[src/sv/imwd_pkg.sv]
// Shared widths, register codes, reset values and types for the impact detector.
`timescale 1ns / 1ps
`default_nettype none
package imwd_pkg;

    localparam int MAG_W     = 21;
    localparam int ALPHA_W   = 16;
    localparam int WIN_W     = 16;
    localparam int ID_W      = 8;
    localparam int CFG_W     = 21;
    localparam int CFG_IDX_W = 2;

    localparam logic [CFG_IDX_W-1:0] CFG_ALPHA     = 2'd0;
    localparam logic [CFG_IDX_W-1:0] CFG_THRESHOLD = 2'd1;
    localparam logic [CFG_IDX_W-1:0] CFG_WINDOW    = 2'd2;
    localparam logic [CFG_IDX_W-1:0] CFG_DEVICE    = 2'd3;

    localparam logic [ALPHA_W-1:0] RST_ALPHA     = 16'd28830;
    localparam logic [MAG_W-1:0]   RST_THRESHOLD = 21'd261224;
    localparam logic [WIN_W-1:0]   RST_WINDOW    = 16'd200;
    localparam logic [ID_W-1:0]    RST_DEVICE    = 8'd3;

    localparam logic [MAG_W-1:0] MAG_MAX = {MAG_W{1'b1}};

    // sample queue between front and back end
    localparam int QUEUE_DEPTH = 4;
    localparam int QPTR_W      = 2;

    typedef struct packed {
        logic [ALPHA_W-1:0] alpha;
        logic [MAG_W-1:0]   threshold;
        logic [WIN_W-1:0]   window;
        logic [ID_W-1:0]    device;
    } t_cfg;

endpackage
`default_nettype wire

[src/sv/imwd_sample_if.sv]
// Valid/ready channel carrying one three-axis accelerometer sample.
`timescale 1ns / 1ps
`default_nettype none
interface imwd_sample_if #(
    parameter int SAMPLE_BITS = 13
);
    logic                          valid;
    logic                          ready;
    logic signed [SAMPLE_BITS-1:0] accel_x;
    logic signed [SAMPLE_BITS-1:0] accel_y;
    logic signed [SAMPLE_BITS-1:0] accel_z;

    modport source (output valid, output accel_x, output accel_y, output accel_z, input ready);
    modport sink   (input valid, input accel_x, input accel_y, input accel_z, output ready);
endinterface
`default_nettype wire

[src/sv/imwd_report_if.sv]
// Valid/ready channel carrying one window report.
`timescale 1ns / 1ps
`default_nettype none
interface imwd_report_if;
    logic                       valid;
    logic                       ready;
    logic [imwd_pkg::MAG_W-1:0] peak_magnitude;
    logic                       impact_flag;
    logic [imwd_pkg::ID_W-1:0]  source_id;

    modport source (output valid, output peak_magnitude, output impact_flag,
                    output source_id, input ready);
    modport sink   (input valid, input peak_magnitude, input impact_flag,
                    input source_id, output ready);
endinterface
`default_nettype wire

[src/sv/imwd_front.sv]
// Front end: accepts samples, squares the axes and pushes the sum of squares.
`timescale 1ns / 1ps
`default_nettype none
module imwd_front #(
    parameter int SAMPLE_BITS = 13
) (
    input  wire logic                     i_clk,
    input  wire logic                     i_rst_n,
    imwd_sample_if.sink                   i_sample,
    input  wire logic                     i_full,
    output logic                          o_push,
    output logic [2*SAMPLE_BITS-1:0]      o_sum
);
    localparam int SQ_W  = 2*SAMPLE_BITS - 1;
    localparam int SUM_W = 2*SAMPLE_BITS;

    logic signed [2*SAMPLE_BITS-1:0] prod_x, prod_y, prod_z;
    logic [SQ_W-1:0] r_sq_x, r_sq_y, r_sq_z;
    logic            r_sq_vld, n_sq_vld;
    logic            accept;

    assign prod_x = i_sample.accel_x * i_sample.accel_x;
    assign prod_y = i_sample.accel_y * i_sample.accel_y;
    assign prod_z = i_sample.accel_z * i_sample.accel_z;

    assign o_push         = r_sq_vld && !i_full;
    assign i_sample.ready = !r_sq_vld || !i_full;
    assign accept         = i_sample.valid && i_sample.ready;
    assign o_sum          = SUM_W'(r_sq_x) + SUM_W'(r_sq_y) + SUM_W'(r_sq_z);

    always_comb begin
        n_sq_vld = r_sq_vld;
        if (accept) begin
            n_sq_vld = 1'b1;
        end else if (o_push) begin
            n_sq_vld = 1'b0;
        end
    end

    always_ff @(posedge i_clk) begin
        if (!i_rst_n) begin
            r_sq_vld <= 1'b0;
        end else begin
            r_sq_vld <= n_sq_vld;
        end
    end

    always_ff @(posedge i_clk) begin
        if (accept) begin
            r_sq_x <= prod_x[SQ_W-1:0];
            r_sq_y <= prod_y[SQ_W-1:0];
            r_sq_z <= prod_z[SQ_W-1:0];
        end
    end
endmodule
`default_nettype wire

[src/sv/imwd_fifo.sv]
// Short register queue between front and back end.
`timescale 1ns / 1ps
`default_nettype none
module imwd_fifo #(
    parameter int DATA_W = 26
) (
    input  wire logic              i_clk,
    input  wire logic              i_rst_n,
    input  wire logic              i_push,
    input  wire logic [DATA_W-1:0] i_data,
    input  wire logic              i_pop,
    output logic                   o_full,
    output logic                   o_empty,
    output logic [DATA_W-1:0]      o_data
);
    logic [DATA_W-1:0] r_mem [imwd_pkg::QUEUE_DEPTH];
    logic [imwd_pkg::QPTR_W-1:0] r_wr, r_rd;
    logic [imwd_pkg::QPTR_W:0]   r_cnt;

    assign o_full  = (r_cnt == (imwd_pkg::QPTR_W+1)'(imwd_pkg::QUEUE_DEPTH));
    assign o_empty = (r_cnt == '0);
    assign o_data  = r_mem[r_rd];

    always_ff @(posedge i_clk) begin
        if (!i_rst_n) begin
            r_wr  <= '0;
            r_rd  <= '0;
            r_cnt <= '0;
        end else begin
            if (i_push) begin
                r_wr <= r_wr + 1'b1;
            end
            if (i_pop) begin
                r_rd <= r_rd + 1'b1;
            end
            if (i_push && !i_pop) begin
                r_cnt <= r_cnt + 1'b1;
            end else if (i_pop && !i_push) begin
                r_cnt <= r_cnt - 1'b1;
            end
        end
    end

    always_ff @(posedge i_clk) begin
        if (i_push) begin
            r_mem[r_wr] <= i_data;
        end
    end
endmodule
`default_nettype wire

[src/sv/imwd_back.sv]
// Back end: bit-serial square root, IIR low-pass, threshold and window report.
`timescale 1ns / 1ps
`default_nettype none
module imwd_back #(
    parameter int SAMPLE_BITS = 13,
    parameter int FRAC_BITS   = 8
) (
    input  wire logic                     i_clk,
    input  wire logic                     i_rst_n,
    input  wire imwd_pkg::t_cfg           i_cfg,
    input  wire logic                     i_empty,
    input  wire logic [2*SAMPLE_BITS-1:0] i_sum,
    output logic                          o_pop,
    imwd_report_if.source                 o_report
);
    localparam int MAG_W  = imwd_pkg::MAG_W;
    localparam int RAD_W  = 2*SAMPLE_BITS + 2*FRAC_BITS;
    localparam int ROOT_W = SAMPLE_BITS + FRAC_BITS;
    localparam int IT_W   = $clog2(ROOT_W);
    localparam int EXT_W  = (ROOT_W > MAG_W) ? ROOT_W : MAG_W;
    localparam int PROD_W = MAG_W + imwd_pkg::ALPHA_W;
    localparam int ACC_W  = MAG_W + imwd_pkg::ALPHA_W + 2;

    localparam logic [2:0] ST_IDLE = 3'd0;
    localparam logic [2:0] ST_ROOT = 3'd1;
    localparam logic [2:0] ST_MUL1 = 3'd2;
    localparam logic [2:0] ST_MUL2 = 3'd3;
    localparam logic [2:0] ST_UPD  = 3'd4;

    logic [2:0]                  r_state, n_state;
    logic [RAD_W-1:0]            r_rad;
    logic [ROOT_W+1:0]           r_rem;
    logic [ROOT_W-1:0]           r_root;
    logic [IT_W-1:0]             r_iter;
    logic [PROD_W-1:0]           r_prod;
    logic [ACC_W-1:0]            r_acc;
    logic [MAG_W-1:0]            r_filt, r_peak;
    logic                        r_latch;
    logic [imwd_pkg::WIN_W-1:0]  r_count;
    logic                        r_out_vld;
    logic [MAG_W-1:0]            r_out_peak;
    logic                        r_out_flag;
    logic [imwd_pkg::ID_W-1:0]   r_out_id;

    logic [ROOT_W+1:0]           rem_sh, trial;
    logic                        take;
    logic [EXT_W-1:0]            root_ext;
    logic [MAG_W-1:0]            mag;
    logic [imwd_pkg::ALPHA_W:0]  beta;
    logic [MAG_W-1:0]            filt_new, peak_new;
    logic                        latch_new;
    logic [imwd_pkg::WIN_W:0]    count_nxt;
    logic                        win_end, out_free, commit, emit;

    // one root bit per cycle, two radicand bits shifted in
    assign rem_sh = {r_rem[ROOT_W-1:0], r_rad[RAD_W-1 -: 2]};
    assign trial  = {r_root, 2'b01};
    assign take   = (rem_sh >= trial);

    assign root_ext = EXT_W'(r_root);
    assign mag      = (root_ext > EXT_W'(imwd_pkg::MAG_MAX)) ? imwd_pkg::MAG_MAX
                                                              : root_ext[MAG_W-1:0];
    assign beta     = (imwd_pkg::ALPHA_W+1)'(1 << imwd_pkg::ALPHA_W) - {1'b0, i_cfg.alpha};

    assign filt_new  = r_acc[imwd_pkg::ALPHA_W +: MAG_W];
    assign latch_new = r_latch || (filt_new > i_cfg.threshold);
    assign peak_new  = (filt_new > r_peak) ? filt_new : r_peak;
    assign count_nxt = {1'b0, r_count} + 1'b1;
    assign win_end   = (count_nxt >= {1'b0, i_cfg.window});
    assign out_free  = !r_out_vld || o_report.ready;
    assign commit    = (r_state == ST_UPD) && (!win_end || out_free);
    assign emit      = commit && win_end;
    assign o_pop     = (r_state == ST_IDLE) && !i_empty;

    assign o_report.valid          = r_out_vld;
    assign o_report.peak_magnitude = r_out_peak;
    assign o_report.impact_flag    = r_out_flag;
    assign o_report.source_id      = r_out_id;

    always_comb begin
        n_state = r_state;
        unique case (r_state)
            ST_IDLE: begin
                if (!i_empty) begin
                    n_state = ST_ROOT;
                end
            end
            ST_ROOT: begin
                if (r_iter == IT_W'(ROOT_W-1)) begin
                    n_state = ST_MUL1;
                end
            end
            ST_MUL1: n_state = ST_MUL2;
            ST_MUL2: n_state = ST_UPD;
            ST_UPD: begin
                if (commit) begin
                    n_state = ST_IDLE;
                end
            end
            default: n_state = ST_IDLE;
        endcase
    end

    always_ff @(posedge i_clk) begin
        if (!i_rst_n) begin
            r_state   <= ST_IDLE;
            r_filt    <= '0;
            r_peak    <= '0;
            r_latch   <= 1'b0;
            r_count   <= '0;
            r_out_vld <= 1'b0;
        end else begin
            r_state <= n_state;
            if (commit) begin
                r_filt <= filt_new;
                if (win_end) begin
                    r_peak  <= '0;
                    r_latch <= 1'b0;
                    r_count <= '0;
                end else begin
                    r_peak  <= peak_new;
                    r_latch <= latch_new;
                    r_count <= count_nxt[imwd_pkg::WIN_W-1:0];
                end
            end
            if (emit) begin
                r_out_vld <= 1'b1;
            end else if (o_report.ready) begin
                r_out_vld <= 1'b0;
            end
        end
    end

    always_ff @(posedge i_clk) begin
        if (o_pop) begin
            r_rad  <= RAD_W'(i_sum) << (2*FRAC_BITS);
            r_rem  <= '0;
            r_root <= '0;
            r_iter <= '0;
        end
        if (r_state == ST_ROOT) begin
            r_rad  <= r_rad << 2;
            r_rem  <= take ? (rem_sh - trial) : rem_sh;
            r_root <= {r_root[ROOT_W-2:0], take};
            r_iter <= r_iter + 1'b1;
        end
        if (r_state == ST_MUL1) begin
            r_prod <= PROD_W'(i_cfg.alpha) * PROD_W'(mag);
        end
        if (r_state == ST_MUL2) begin
            r_acc <= ACC_W'(r_prod) + ACC_W'(beta) * ACC_W'(r_filt)
                   + ACC_W'(1 << (imwd_pkg::ALPHA_W-1));
        end
        if (emit) begin
            r_out_peak <= peak_new;
            r_out_flag <= latch_new;
            r_out_id   <= i_cfg.device;
        end
    end
endmodule
`default_nettype wire

[src/sv/impact_magnitude_window_detector.sv]
// Top level: configuration registers, front end, sample queue and back end.
// Takes three-axis accelerometer samples, forms the vector magnitude with
// FRAC_BITS fraction bits, smooths it with a Q0.16 first-order low-pass and
// reports, once per window of window_samples samples (0 acts as 1), the peak
// filtered magnitude and whether any filtered value went strictly over
// impact_threshold. The filter state carries across windows. Each sample
// passes through the back end's idle, root, multiply and update states; the
// bit-serial square root yields one result bit per cycle. The front end
// takes a sample per cycle until its four-entry queue fills. A finished
// report waits in an output register while the next samples are processed.
// Configuration is written through i_cfg_we, i_cfg_idx and i_cfg_data; the
// user must do so only while the block is idle; the block does not enforce it.
`timescale 1ns / 1ps
`default_nettype none
module impact_magnitude_window_detector #(
    parameter int SAMPLE_BITS = 13,
    parameter int FRAC_BITS   = 8
) (
    input  wire logic                           i_clk,
    input  wire logic                           i_rst_n,
    imwd_sample_if.sink                         i_sample,
    imwd_report_if.source                       o_report,
    input  wire logic                           i_cfg_we,
    input  wire logic [imwd_pkg::CFG_IDX_W-1:0] i_cfg_idx,
    input  wire logic [imwd_pkg::CFG_W-1:0]     i_cfg_data
);
    localparam int SUM_W = 2*SAMPLE_BITS;

    imwd_pkg::t_cfg r_cfg;

    logic             push, pop, full, empty;
    logic [SUM_W-1:0] front_sum, queue_sum;

    always_ff @(posedge i_clk) begin
        if (!i_rst_n) begin
            r_cfg.alpha     <= imwd_pkg::RST_ALPHA;
            r_cfg.threshold <= imwd_pkg::RST_THRESHOLD;
            r_cfg.window    <= imwd_pkg::RST_WINDOW;
            r_cfg.device    <= imwd_pkg::RST_DEVICE;
        end else if (i_cfg_we) begin
            unique case (i_cfg_idx)
                imwd_pkg::CFG_ALPHA:     r_cfg.alpha     <= i_cfg_data[imwd_pkg::ALPHA_W-1:0];
                imwd_pkg::CFG_THRESHOLD: r_cfg.threshold <= i_cfg_data[imwd_pkg::MAG_W-1:0];
                imwd_pkg::CFG_WINDOW:    r_cfg.window    <= i_cfg_data[imwd_pkg::WIN_W-1:0];
                imwd_pkg::CFG_DEVICE:    r_cfg.device    <= i_cfg_data[imwd_pkg::ID_W-1:0];
                default: ;
            endcase
        end
    end

    imwd_front #(.SAMPLE_BITS(SAMPLE_BITS)) u_front (
        .i_clk    (i_clk),
        .i_rst_n  (i_rst_n),
        .i_sample (i_sample),
        .i_full   (full),
        .o_push   (push),
        .o_sum    (front_sum)
    );

    imwd_fifo #(.DATA_W(SUM_W)) u_fifo (
        .i_clk   (i_clk),
        .i_rst_n (i_rst_n),
        .i_push  (push),
        .i_data  (front_sum),
        .i_pop   (pop),
        .o_full  (full),
        .o_empty (empty),
        .o_data  (queue_sum)
    );

    imwd_back #(.SAMPLE_BITS(SAMPLE_BITS), .FRAC_BITS(FRAC_BITS)) u_back (
        .i_clk    (i_clk),
        .i_rst_n  (i_rst_n),
        .i_cfg    (r_cfg),
        .i_empty  (empty),
        .i_sum    (queue_sum),
        .o_pop    (pop),
        .o_report (o_report)
    );
endmodule
`default_nettype wire

[src/flat_wrapper.sv]
// flat-port wrapper written by rule: the top's interface ports become plain ports
module impact_magnitude_window_detector_flat 
#(
    parameter int SAMPLE_BITS = 13,
    parameter int FRAC_BITS   = 8
)
  (i_clk, i_rst_n, i_cfg_we, i_cfg_idx, i_cfg_data, i_sample_valid, i_sample_accel_x, i_sample_accel_y, i_sample_accel_z, i_sample_ready, o_report_valid, o_report_peak_magnitude, o_report_impact_flag, o_report_source_id, o_report_ready);
  imwd_sample_if #(.SAMPLE_BITS(SAMPLE_BITS)) i_sample_i ();
  imwd_report_if o_report_i ();
  input  wire logic i_clk;
  input  wire logic i_rst_n;
  input  wire logic i_cfg_we;
  input  wire logic [imwd_pkg::CFG_IDX_W-1:0] i_cfg_idx;
  input  wire logic [imwd_pkg::CFG_W-1:0] i_cfg_data;
  input wire logic [$bits(i_sample_i.valid)-1:0] i_sample_valid;
  input wire logic [$bits(i_sample_i.accel_x)-1:0] i_sample_accel_x;
  input wire logic [$bits(i_sample_i.accel_y)-1:0] i_sample_accel_y;
  input wire logic [$bits(i_sample_i.accel_z)-1:0] i_sample_accel_z;
  output wire logic [$bits(i_sample_i.ready)-1:0] i_sample_ready;
  output wire logic [$bits(o_report_i.valid)-1:0] o_report_valid;
  output wire logic [$bits(o_report_i.peak_magnitude)-1:0] o_report_peak_magnitude;
  output wire logic [$bits(o_report_i.impact_flag)-1:0] o_report_impact_flag;
  output wire logic [$bits(o_report_i.source_id)-1:0] o_report_source_id;
  input wire logic [$bits(o_report_i.ready)-1:0] o_report_ready;
  assign i_sample_i.valid = i_sample_valid;
  assign i_sample_i.accel_x = i_sample_accel_x;
  assign i_sample_i.accel_y = i_sample_accel_y;
  assign i_sample_i.accel_z = i_sample_accel_z;
  assign i_sample_ready = i_sample_i.ready;
  assign o_report_valid = o_report_i.valid;
  assign o_report_peak_magnitude = o_report_i.peak_magnitude;
  assign o_report_impact_flag = o_report_i.impact_flag;
  assign o_report_source_id = o_report_i.source_id;
  assign o_report_i.ready = o_report_ready;
  impact_magnitude_window_detector #(.SAMPLE_BITS(SAMPLE_BITS), .FRAC_BITS(FRAC_BITS)) u_core (.i_clk(i_clk), .i_rst_n(i_rst_n), .i_sample(i_sample_i), .o_report(o_report_i), .i_cfg_we(i_cfg_we), .i_cfg_idx(i_cfg_idx), .i_cfg_data(i_cfg_data));
endmodule
[config.mk]
export PLATFORM = sky130hd
export DESIGN_NAME = impact_magnitude_window_detector_flat
export DESIGN_NICKNAME = d
export VERILOG_FILES = /design/src/sv/imwd_pkg.sv /design/src/sv/imwd_sample_if.sv /design/src/sv/imwd_report_if.sv /design/src/sv/imwd_front.sv /design/src/sv/imwd_fifo.sv /design/src/sv/imwd_back.sv /design/src/sv/impact_magnitude_window_detector.sv /design/src/flat_wrapper.sv
export SDC_FILE = /design/constraint.sdc
export NUM_CORES = 2
export LEC_CHECK = 0
export BUFFER_PORTS_ARGS = -buffer_cell sky130_fd_sc_hd__buf_2
export CAP_MARGIN = 20
export CORE_ASPECT_RATIO = 0.8
export CORE_MARGIN = 4
export CORE_UTILIZATION = 65
export DETAILED_ROUTE_END_ITERATION = 6
export PLACE_DENSITY = 0.82
export SETUP_SLACK_MARGIN = 0.3
export SYNTH_ARGS = -nofsm -noshare
export SYNTH_HDL_FRONTEND = slang
export SYNTH_SLANG_ARGS = --single-unit
[constraint.sdc]
create_clock -name i_clk -period 9 [get_ports i_clk]
set_input_delay 0.45 -clock i_clk [delete_from_list [all_inputs] [get_ports i_clk]]
set_output_delay 0.45 -clock i_clk [all_outputs]
set_load 0.01 [all_outputs]
# Word-level counts from Yosys, hierarchy flattened

Memories as Yosys holds them, arrays and structs flattened. A register that Yosys moved wholly into a read port is not among the register bits.
Cells that the tools add are included.

Register bits: 384
RAM bits: 104
Bits of input ports: 67
Output and inout port bits: 32
Logic and storage cells: 120
Memories: 1

Add/sub/neg operators: 12
$mul: 5
Order comparisons: 5
Equal/unequal tests: 12
Mux-type cells: 28
Reduce and logical (&&, ||, !) cells: 30

Memory list:

| memory              | words | bits a word | read ports | clocked after Yosys merged registers in | write ports | line            | text |
|---|---|---|---|---|---|---|---|
| u_core.u_fifo.r_mem | 4     | 26          | 1          | 1                                       | 1           | imwd_fifo.sv:16 | `logic [DATA_W-1:0] r_mem [imwd_pkg::QUEUE_DEPTH];` |

Operator list:

| operator                                               | number |
|---|---|
| two-way mux 21 bit                                     | 8 |
| two-way mux 42 bit                                     | 2 |
| multiplier 13 x 13 -> 25 bit                           | 3 |
| greater-than comparator 21 bit                         | 2 |
| adder 37 x 16 -> 37 bit (second input constant)        | 1 |
| adder 37 bit                                           | 1 |
| multiplier 16 x 21 -> 37 bit                           | 1 |
| multiplier 17 x 21 -> 37 bit                           | 1 |
| adder 25 x 25 -> 26 bit                                | 1 |
| adder 26 x 25 -> 26 bit                                | 1 |
| >= comparator 23 bit                                   | 1 |
| greater-than comparator 21 bit (second input constant) | 1 |
| subtractor 21 bit                                      | 1 |
| adder 16 x 1 -> 17 bit (second input constant)         | 1 |
| >= comparator 17 x 16 -> 1 bit                         | 1 |
| subtractor 17 x 16 -> 17 bit (first input constant)    | 1 |
| two-way mux 16 bit                                     | 1 |
| two-way mux 3 bit                                      | 5 |
| one-hot mux 3 bit (5 select lines)                     | 1 |
| two-way mux 5 bit                                      | 2 |
| AND reduction 2 bit                                    | 4 |
| nonzero test 2 bit                                     | 4 |
| logical AND 1 bit                                      | 7 |
| zero test 1 bit                                        | 7 |
| 17 further kinds                                       | 34 |

# Depth between registers and ports, before layout

Depth after elaboration: 7
Gate-level depth with buffers: 31

# Hierarchy

Synthesis repeated with hierarchy kept, for this count alone.

Cell total of the unflattened synthesis: 6087
Area total of the unflattened synthesis: 60719.5 µm²

By module, submodules not included:

| module                           | instances | cells an instance | area each (µm²) | sequential area each (µm²) |
|---|---|---|---|---|
| imwd_back                        | 1         | 3601              | 33664.8         | 6095.8 |
| imwd_front                       | 1         | 2063              | 20370.8         | 2182.1 |
| imwd_fifo                        | 1         | 179               | 4242.8          | 3303.2 |
| impact_magnitude_window_detector | 1         | 244               | 2441.1          | 1221.2 |

# Worst setup path before layout

Ideal clock, no wire load.

Kind: register -> register
Start point: reg u_core.r_cfg[45] in the netlist's numbering
End point: reg u_core.u_back.r_acc[36], data pin
Library setup time: 0.266 ns
Arrival: 7.067 ns
Setup slack: 1.667 ns
Cell stages (with the launch flop): 31
Path buffers: 2
Cell sequence: dfxtp_1 > inv_1 > buf_1 > ha_1 > nand2_1 > or4_1 > xor2_1 > clkbuf_1 > nand2_1 > fa_1 > inv_1 > fa_1 > inv_1 > fa_1 > inv_1 > fa_1 > inv_1 > fa_1 > inv_1 > fa_1 > ha_1 > nand2_1 > a211oi_1 > o21a_1 > a21oi_1 > o21ai_1 > a41o_1 > a21oi_2 > o22ai_1 > o41ai_1 > xnor2_1

Longest elaborated chain between the ends: 4

RTL lines:

| item                         | line                                   | text |
|---|---|---|
| from (decl)                  | impact_magnitude_window_detector.sv:29 | `imwd_pkg::t_cfg r_cfg;` |
| subtractor 17 x 16 -> 17 bit | imwd_back.sv:63                        | `assign beta = (imwd_pkg::ALPHA_W+1)'(1 << imwd_pkg::ALPHA_W) - {1'b0, i_cfg.alpha};` |
| multiplier 17 x 21 -> 37 bit | imwd_back.sv:151                       | `r_acc <= ACC_W'(r_prod) + ACC_W'(beta) * ACC_W'(r_filt)` |
| adder 37 bit                 | imwd_back.sv:151                       |  |
| adder 37 x 16 -> 37 bit      | imwd_back.sv:152                       | `+ ACC_W'(1 << (imwd_pkg::ALPHA_W-1));` |
| to (signal assigned)         | imwd_back.sv:151                       |  |
| to (decl)                    | imwd_back.sv:36                        | `logic [ACC_W-1:0] r_acc;` |

Every way passes these cells.
A chain may end at the register's enable or synchronous reset.

# Final worst setup path

Start point: reg u_core.r_cfg[46] in the netlist's numbering
End point: reg u_core.u_back.r_acc[35], data pin

Same word-level chain as after synthesis.

==> impl_metrics.py <==
metrics = {
    "clocking": {
        "cts_tree": "done",
        "clockBufferDepth": 3,
        "htree_levels": 2,
        "cts_buffers": 50,
        "clock_latency_ns": 0.64,
        "postCtsHoldBufs": 0,
        "ctsResizeCount": 0,
        "cts_setup_buffers": 0,
        "clock-root-buffer": "clkbuf_16",
        "cts.sinks": 471,
        "clk_pin_slew_worst_paths_ns": 0.06,
    },
    "sta": {
        "slew_violations": 0,
        "tns_ns": 0,
        "setup_violations": 0,
        "skew_ns": 0.0267,
        "rsz0062_at_grt": "no",
        "hold_violations": 0,
        "max_freq_mhz": 123,
        "whs_ns": 0.0680,
        "finalCritPeriodShare_pct": 90.6,
        "slew_headroom_pct": 24.0,
        "tightest_slew_ns": 1.14,
        "finalCriticalPeriod_ns": 8.15,
    },
    "placed_design": {
        "dpl_cell_area_mm2": 0.0615,
        "port_buffers": 98,
        "gp_congestion": 0.942,
        "hpwlAfterDp_mm": 107,
    },
    "setup_path": {
        "max_stage_delay_ns": 0.55,
        "end_kind": "flop",
        "arrival_ns": 8.54,
        "cp_common_cell": "fa_1",
        "startpoint_type": "flop",
        "slowest_stage": "xor2_1",
        "cp_top_family": "adder cells",
        "worstSetupPathType": "reg -> reg",
        "worstPathRequired_ns": 9.39,
        "crit_buf_inv": 5,
        "cp_max_fo": 14,
    },
    "logic_synthesis": {
        "synth_top_flop_cell": "edfxtp_1",
        "synth_top_area_share_pct": 34.3,
        "avgSynthCellArea_um2": 9.99,
        "synth.largest_area_cell": "fa_1",
        "synth.distinct_cells": 81,
        "synth-seq-area-share_pct": 21.4,
        "async_flop_share_pct": 0,
        "ys_top_cells_by_area": "fa_1 34%, edfxtp_1 17%, ha_1 11%",
        "synth_cells": 5998,
        "syn-cell-area_mm2": 0.0599,
        "synth_edf_count": 337,
        "yosysWarnings": 0,
        "ys_seq_elements": 471,
    },
    "global_route": {
        "grt_pass1_wl_mm": 228,
        "overflow": 0,
        "track_usage_pct": 29.3,
        "grt_pass1_vias": 44500,
        "grt_max_degree": 74,
        "antenna_found_initial": 5,
    },
    "die": {
        "initial_core_util_pct": 65.6,
        "io_pins": 99,
        "rows": 99,
        "coreArea_mm2": 0.0913,
        "die_w_um": 347,
        "die_area_mm2": 0.0971,
        "die_height_um": 280,
    },
    "drt": {
        "finalWirelength_mm": 136,
        "drcViolationCount": 0,
        "vias": 41300,
        "dr.pass1.iters": 5,
        "drt-initial-drc-count": 3354,
        "routedWlPerCell_um": 18.9,
        "vias_per_cell": 5.72,
        "postRouteAntennaNets": 0,
    },
    "run": {
        "cap_violations": 0,
    },
    "cells_and_area": {
        "layout_commonest_cell": "inv_1",
        "nets": 7611,
        "synthToLayoutAreaGrowth_pct": 5.75,
        "final_cell_mix": "1254 x inv_1, 1027 x fa_1, 821 x nand2_1",
        "drive_gt1_share_pct": 5.58,
        "final_area_mm2": 0.0633,
    },
    "min_path": {
        "hp-class": "in -> reg",
    },
    "outcome": {
        "status": "completed",
    },
}
[path summary, 6_finish.rpt]
| check | from | to | slack, ns | depth (start not counted) |
|---|---|---|---|---|
| worst max-delay path | u_core.r_cfg[46] | u_core.u_back.r_acc[35] | 0.85 | 28 |
| worst min-delay path | i_cfg_data[19] | u_core.r_cfg[43] | 0.07 | 3 |
| worst max register to register | u_core.r_cfg[46] | u_core.u_back.r_acc[35] | 0.85 | 28 |
| worst min register to register | u_core.r_cfg[0] | u_core.u_back.o_report.source_id[0] | 0.45 | 0 |
[registers in the layout, indices dropped and copies added (netlist names), 3 cells and up, named ones only]
name	cells
u_core.u_front.r_sq_y	24
u_core.u_back.r_rem	21
u_core.u_back.r_filt	21
u_core.u_fifo.r_cnt	3
u_core.u_back.r_rad	26
u_core.u_back.r_acc	21
u_core.u_front.r_sq_z	24
u_core.u_back.r_peak	21
u_core.r_cfg	61
u_core.u_back.o_report.peak_magnitude	21
u_core.u_back.r_prod	37
u_core.u_back.o_report.source_id	8
u_core.u_back.r_count	16
u_core.u_back.r_root	21
u_core.u_fifo.r_mem	104
u_core.u_back.r_state	3
u_core.u_front.r_sq_x	24
u_core.u_back.r_iter	5
[cell families (layout without fill, tap and decap cells)]
| family | Yosys count | in the layout | synth area share (%) |
|---|---|---|---|
| adders and majority gates | 1568 | 1568 | 45.6 |
| muxes | 66 | 66 | 1.69 |
| and+or+nand+nor | 1640 | 1640 | 12.8 |
| buffers and inverters | 1489 | 1507 | 9.42 |
| AOI/OAI and AO/OA | 549 | 549 | 5.97 |
| xor gates and xnor gates | 214 | 214 | 3.13 |
| other | 1 | 5 | 0.00626 |
| DFF | 471 | 471 | 21.4 |
[cell usage after synthesis, types with 8 or more instances]
| library cell | count |
|---|---|
| clkbuf_1 | 212 |
| nand3_1 | 56 |
| o21ai_0 | 64 |
| xor2_1 | 64 |
| or2_2 | 9 |
| and2_1 | 395 |
| a22o_1 | 28 |
| o211ai_1 | 19 |
| o21bai_1 | 28 |
| a21oi_1 | 205 |
| dfxtp_1 | 134 |
| buf_1 | 8 |
| a31oi_1 | 17 |
| mux4_2 | 26 |
| buf_2 | 10 |
| ha_1 | 541 |
| mux2_2 | 22 |
| nor3_1 | 28 |
| a21o_1 | 84 |
| xnor2_1 | 150 |
| nand4_1 | 22 |
| nand2_1 | 822 |
| nor2_1 | 190 |
| mux2i_1 | 18 |
| edfxtp_1 | 337 |
| nor2b_1 | 33 |
| nand2b_1 | 35 |
| inv_1 | 1254 |
| and3_1 | 19 |
| o21a_1 | 29 |
| fa_1 | 1027 |
[metrics by stage]
step           utilization, %  instances  setup slack (ns)
5_1_grt                  69.4       7232             0.388
3_5_place_dp             67.3       7131             0.922
2_1_floorplan               -       6000              1.67
6_report                 69.4       7232             0.846
4_1_cts                  69.3       7225             0.909
3_3_place_gp             67.3       7130              1.22
[tightest hold or removal path, stage by stage]
cell	delay, ns
buf_2	0.10
nand2_1	0.05
a21oi_1	0.06
[area by class of cell]
type | count | area, um2
tap | 1212 | 1520
multi-input combinational | 4040 | 41500
clock inverter | 32 | 382
inverter | 1255 | 4710
clock buffer | 62 | 1410
antenna | 2 | 5.00
sequential | 471 | 12800
fill | 6479 | 28000
timing repair buffer | 158 | 992
[per-layer routing]
metal  global-route usage, %  wire [um]  vias to the layer above
li1                        -          -                    18500
met1                    41.0      55500                    20700
met2                    46.5      63300                     1789
met3                    6.57      13500                      311
met4                    8.36       4050                        4
met5                       0         34                        -
Power is not shown: default switching activity piles up to over one toggle a cycle in this logic, so the estimate is an artifact.
